$ cat src/dbrle_pkg.sv
// shared types and constants for the doubled byte run-length encoder
// no dependencies; imported by dbrle_core, dbrle_outq and the top level
package dbrle_pkg;

  // a run closes once it has counted this many extra repeats
  localparam logic [7:0] MAX_EXTRA = 8'd255;

  // output queue geometry
  localparam int unsigned QDEPTH = 4;
  localparam int unsigned QPTR_W = $clog2(QDEPTH);
  localparam int unsigned QCNT_W = $clog2(QDEPTH + 1);

  typedef enum logic [1:0] {
    PH_IDLE = 2'd0,
    PH_ONE  = 2'd1,
    PH_RUN  = 2'd2
  } phase_t;

  typedef struct packed {
    logic [7:0] data;
    logic       last;
  } word_t;

  // results of one input word: up to two output words
  typedef struct packed {
    logic [1:0] num;
    word_t      w0;
    word_t      w1;
  } step_res_t;

endpackage

$ cat src/dbrle_core.sv
// encoder state and the per-word encoding decision
// depends on dbrle_pkg
module dbrle_core (
  input  logic                clk,
  input  logic                rst,
  input  logic                in_fire,
  input  logic [7:0]          data_byte,
  input  logic                is_last,
  output dbrle_pkg::step_res_t res
);
  import dbrle_pkg::*;

  phase_t     phase, phase_next;
  logic [7:0] held_byte, held_byte_next;
  logic [7:0] extra_count, extra_count_next;
  logic [8:0] extra_inc;
  logic       match;

  assign extra_inc = {1'b0, extra_count} + 9'd1;
  assign match     = (data_byte == held_byte) && !is_last;

  always_comb begin
    res              = '0;
    phase_next       = phase;
    held_byte_next   = held_byte;
    extra_count_next = extra_count;
    case (phase)
      PH_ONE: begin
        res.num = 2'd1;
        res.w0  = '{data: data_byte, last: is_last};
        if (match) begin
          phase_next       = PH_RUN;
          extra_count_next = 8'd0;
        end else begin
          held_byte_next = data_byte;
          phase_next     = is_last ? PH_IDLE : PH_ONE;
        end
      end
      PH_RUN: begin
        if (match) begin
          if (extra_inc >= {1'b0, MAX_EXTRA}) begin
            // full run: send the count now and start fresh
            res.num          = 2'd1;
            res.w0           = '{data: MAX_EXTRA, last: 1'b0};
            phase_next       = PH_IDLE;
            extra_count_next = 8'd0;
          end else begin
            extra_count_next = extra_inc[7:0];
          end
        end else begin
          res.num          = 2'd2;
          res.w0           = '{data: extra_count, last: 1'b0};
          res.w1           = '{data: data_byte, last: is_last};
          extra_count_next = 8'd0;
          held_byte_next   = data_byte;
          phase_next       = is_last ? PH_IDLE : PH_ONE;
        end
      end
      default: begin
        res.num          = 2'd1;
        res.w0           = '{data: data_byte, last: is_last};
        held_byte_next   = data_byte;
        extra_count_next = 8'd0;
        phase_next       = is_last ? PH_IDLE : PH_ONE;
      end
    endcase
  end

  always_ff @(posedge clk) begin
    if (rst) begin
      phase       <= PH_IDLE;
      held_byte   <= 8'd0;
      extra_count <= 8'd0;
    end else if (in_fire) begin
      phase       <= phase_next;
      held_byte   <= held_byte_next;
      extra_count <= extra_count_next;
    end
  end

endmodule

$ cat src/dbrle_outq.sv
// small output queue taking zero to two words per cycle, one out per cycle while pop is high
// depends on dbrle_pkg
module dbrle_outq (
  input  logic                 clk,
  input  logic                 rst,
  input  logic                 push,
  input  dbrle_pkg::step_res_t res,
  input  logic                 pop,
  output logic                 room,
  output logic                 not_empty,
  output dbrle_pkg::word_t     head_word
);
  import dbrle_pkg::*;

  word_t               mem [QDEPTH];
  logic [QPTR_W-1:0]   head, tail;
  logic [QCNT_W-1:0]   count;
  logic [1:0]          num;

  assign num       = push ? res.num : 2'd0;
  assign not_empty = (count != '0);
  // room for the worst case of two words
  assign room      = (count <= QCNT_W'(QDEPTH - 2));
  assign head_word = mem[head];

  always_ff @(posedge clk) begin
    if (num != 2'd0) mem[tail] <= res.w0;
    if (num == 2'd2) mem[tail + QPTR_W'(1)] <= res.w1;
  end

  always_ff @(posedge clk) begin
    if (rst) begin
      head  <= '0;
      tail  <= '0;
      count <= '0;
    end else begin
      tail  <= tail + QPTR_W'(num);
      if (pop) head <= head + QPTR_W'(1);
      count <= count + QCNT_W'(num) - QCNT_W'(pop);
    end
  end

endmodule

$ cat src/doubled_byte_run_length_encoder.sv
// a word's results are written into the output queue when it is accepted and leave it in order
// throughput: one input word per cycle while the queue has room; a closed run yields two
// output words, and the fill of the four-entry output queue sets when input stalls
// reset: synchronous rst clears the encoder phase, held byte, count and queue
// depends on dbrle_pkg, dbrle_core, dbrle_outq
module doubled_byte_run_length_encoder (
  input  logic       clk,
  input  logic       rst,
  input  logic       in_valid,
  output logic       in_ready,
  input  logic [7:0] data_byte,
  input  logic       is_last,
  output logic       out_valid,
  input  logic       out_ready,
  output logic [7:0] out_byte,
  output logic       out_last
);
  import dbrle_pkg::*;

  step_res_t res;
  word_t     head_word;
  logic      in_fire;
  logic      room;

  assign in_ready = room;
  assign in_fire  = in_valid && room;

  dbrle_core u_core (
    .clk       (clk),
    .rst       (rst),
    .in_fire   (in_fire),
    .data_byte (data_byte),
    .is_last   (is_last),
    .res       (res)
  );

  dbrle_outq u_outq (
    .clk       (clk),
    .rst       (rst),
    .push      (in_fire),
    .res       (res),
    .pop       (out_valid && out_ready),
    .room      (room),
    .not_empty (out_valid),
    .head_word (head_word)
  );

  assign out_byte = head_word.data;
  assign out_last = head_word.last;

endmodule

$ cat config.mk
export PLATFORM = sky130hd
export DESIGN_NAME = doubled_byte_run_length_encoder
export DESIGN_NICKNAME = d
export VERILOG_FILES = /design/src/dbrle_pkg.sv /design/src/dbrle_core.sv /design/src/dbrle_outq.sv /design/src/doubled_byte_run_length_encoder.sv
export SDC_FILE = /design/constraint.sdc
export NUM_CORES = 1
export LEC_CHECK = 0
export CAP_MARGIN = 20
export CORE_ASPECT_RATIO = 1.2
export CORE_MARGIN = 4
export CORE_UTILIZATION = 55
export CTS_CLUSTER_SIZE = 24
export DETAILED_ROUTE_END_ITERATION = 10
export DONT_BUFFER_PORTS = 1
export GPL_TIMING_DRIVEN = 0
export PLACE_DENSITY_LB_ADDON = 0.25
export SETUP_SLACK_MARGIN = 0.2
export SLEW_MARGIN = 20
export SYNTH_ARGS = -nofsm -noshare
export SYNTH_HDL_FRONTEND = slang
export SYNTH_SLANG_ARGS = --single-unit
export TNS_END_PERCENT = 5
$ cat constraint.sdc
create_clock -name clk -period 8.3 [get_ports clk]
set_input_delay 0.415 -clock clk [delete_from_list [all_inputs] [get_ports clk]]
set_output_delay 0.415 -clock clk [all_outputs]
set_load 0.005 [all_outputs]
==> impl_metrics.env <==
export IMPL_status="complete, no violations"
export IMPL_yosysUniqueCellTypes=51
export IMPL_finalSetupTns_ns=0
export IMPL_initial_utilization=0.567
export IMPL_synth_area_um2=3430
export IMPL_row_count=31
export IMPL_slew_viol_final=0
export IMPL_dr_total_vias=2166
export IMPL_fmax_ghz=0.341
export IMPL_async_reset_ff_frac=0
export IMPL_numCtsBuffers=9
export IMPL_synth_net_count=305
export IMPL_post_cts_resized=0
export IMPL_clk_path_buf_depth=2
export IMPL_globalRouteOverflowTotal=0
export IMPL_syn_to_final_growth_pct=8.90
export IMPL_maxCapViolCount=0
export IMPL_grt_usage=0.199
export IMPL_drive_above_1_share=0.280
export IMPL_synthFlopType="edfxtp_1"
export IMPL_grt_pass1_wl_um=11200
export IMPL_dr_pass1_iters=4
export IMPL_critPathMaxFanout=8
export IMPL_ys_seq_area_frac=0.473
export IMPL_synthSimpleGateAreaFrac=0.150
export IMPL_clkTransAtPathRegs_ns=0.07
export IMPL_io_pins=24
export IMPL_ys_top_cells_by_area="edfxtp_1 (32%), dfxtp_1 (16%), mux2_2 (11%)"
export IMPL_report_final_hold_viol_count=0
export IMPL_synth_edf_count=36
export IMPL_synthCells=283
export IMPL_timing_reg2reg_setup_slack_ns=5.37
export IMPL_synthAdderAreaFrac=0.0350
export IMPL_slew_headroom=0.455
export IMPL_avgSynthCellArea_um2=12.1
export IMPL_wl_um=6820
export IMPL_fin_skew_ns=0.00794
export IMPL_ff2ff_path_depth=9
export IMPL_synthDominantAreaCellType="edfxtp_1"
export IMPL_reg2reg_from="u_core.extra_count[0]"
export IMPL_holdBufCountCts=0
export IMPL_final_nets=317
export IMPL_drc=0
export IMPL_yosysMostFrequentCell="edfxtp_1"
export IMPL_synth_compound_area_frac=0.0766
export IMPL_path_buf_inv=2
export IMPL_clk_latency_ns=0.34
export IMPL_core_um2=6050
export IMPL_clockRootBuffer="clkbuf_8"
export IMPL_min_period_over_period=0.353
export IMPL_crit_reg2reg_capture="u_outq.mem[0][6]"
export IMPL_final_core_util=0.617
export IMPL_tightest_slew_ns=0.817
export IMPL_endpoint="u_outq.mem[0][6]"
export IMPL_cp_depth=9
export IMPL_cp_end_kind="register"
export IMPL_grt_pass1_vias=2160
export IMPL_critical_path_top_delay_family="compound AO/OA/AOI/OAI gates"
export IMPL_grt_max_degree=12
export IMPL_startpoint="u_core.extra_count[0]"
export IMPL_place_hpwl_um=4720
export IMPL_dieArea_um2=7570
export IMPL_setup_viol=0
export IMPL_wl_per_cell_um=17.8
export IMPL_ir_drop_mv=0.107
export IMPL_ys_seq_elements=63
export IMPL_cp_slowest_stage_delay_ns=0.50
export IMPL_start_kind="register"
export IMPL_hp_class="in -> reg"
export IMPL_antenna_found_initial=0
export IMPL_cts_sinks=63
export IMPL_ant_nets=0
export IMPL_synth_common_cells="edfxtp_1 (36), mux2_2 (33), dfxtp_1 (27)"
export IMPL_cts_tree="built"
export IMPL_required_ns=8.35
export IMPL_powerDensity_nw_per_um2=230
export IMPL_synth_xor_area_frac=0.0409
export IMPL_synth_top_area_frac=0.315
export IMPL_drt_iter0_markers=103
export IMPL_rsz0062_at_grt="false"
export IMPL_p_leak_nw=1.34
export IMPL_arrival_ns=2.98
export IMPL_htree_num_levels=3
export IMPL_port_buffers=0
export IMPL_path_class="reg -> reg"
export IMPL_yosysWarnings=0
export IMPL_die_y_um=94.5
export IMPL_die_width_um=80.1
export IMPL_path_cells="inv_1, ha_1, nor2_1, o2111ai_1, o32ai_4, a211oi_4, or4_1, o21ai_1, buf_4"
export IMPL_gp_congestion=0.911
export IMPL_viasPerCell=5.67
export IMPL_antennaDiodeCount=0
export IMPL_post_route_min_period_ns=2.93
export IMPL_synthMuxAreaShare=0.194
export IMPL_cts_setup_buffers=0
export IMPL_slowest_stage="dfxtp_1"
export IMPL_synth_top_family_by_area="multiplexers"
## cells in the final DEF, fill, tap and decap left out, drive strengths merged, types with 2 or more instances in the layout
master | netlist | layout
or4 | 3 | 3
nor4 | 3 | 3
or3 | 2 | 2
nand2b | 3 | 3
nand3 | 9 | 9
mux2 | 33 | 33
mux4 | 9 | 9
a21oi | 9 | 9
inv | 12 | 12
and2 | 7 | 7
o31ai | 2 | 2
dfxtp | 27 | 27
buf | 6 | 7
xnor2 | 5 | 5
edfxtp | 36 | 36
clkinv | 0 | 4
clkbuf | 6 | 16
nand4 | 3 | 3
nor2b | 3 | 3
nand3b | 4 | 4
nand2 | 14 | 14
nor2 | 30 | 30
xor2 | 11 | 11
ha | 8 | 8
mux2i | 9 | 9
o21ai | 10 | 10
a31oi | 5 | 5
## final cells by class
cell class,count,area [um^2]
repair buffers,1,7.51
clock buffers,10,128
inverters,12,45.0
multi-input cells,196,1710
plain buffers,12,61.3
flip-flops and latches,63,1620
fillers,504,2320
clock inverters,6,61.3
well taps,82,103
## power breakdown
group / leakage [nW] / total, mW / internal [mW] / switching, mW
sequential: 0.549 / 0.390 / 0.372 / 0.0175
combinational: 0.691 / 0.208 / 0.0948 / 0.113
clock: 0.0960 / 0.262 / 0.138 / 0.124
total: 1.34 / 0.860 / 0.605 / 0.255
## worst min-delay path by stage
stage                             start             endpoint  cells past startpoint
finish                     data_byte[5]  u_core.held_byte[5]                      2
detailed placement  u_core.held_byte[4]  u_core.held_byte[4]                      2
global placement        u_core.phase[0]      u_core.phase[0]                      2
CTS                        data_byte[5]  u_core.held_byte[5]                      2
global route               data_byte[7]  u_core.held_byte[7]                      2
floorplan               u_core.phase[0]      u_core.phase[0]                      2
## registers in the layout, indices dropped and copies added (netlist names), named ones only
register / cells
u_outq.mem: 36
u_core.extra_count: 8
u_core.held_byte: 8
u_outq.count: 3
u_core.phase: 2
u_outq.head: 2
u_outq.tail: 2
## through the flow
step	setup slack (ns)	std cells	instance area (um^2)	power [mW]	hold WS (ns)
after floorplan	5.66	283	3430	0.562	0.471
after global placement	5.17	365	3530	0.598	0.493
after detailed placement	5.15	366	3540	0.606	0.509
after CTS	5.13	382	3730	0.867	0.208
after global routing	5.12	382	3730	0.906	0.216
final	5.37	382	3730	0.860	0.220
## metal layers
layer / GRT usage / part of all wire
met4: 0.0676 / 0.015
met5: 0 / 0
met1: 0.244 / 0.43
met2: 0.340 / 0.51
met3: 0.0487 / 0.049
## cells by family after synthesis
group                      after synthesis
DFF                                     63
xor gates and xnor gates                16
AOI/OAI and AO/OA                       33
and+or+nand+nor                         87
adders and majority gates                9
buffers and inverters                   24
muxes                                   51
(Power assumes the default switching activity.)
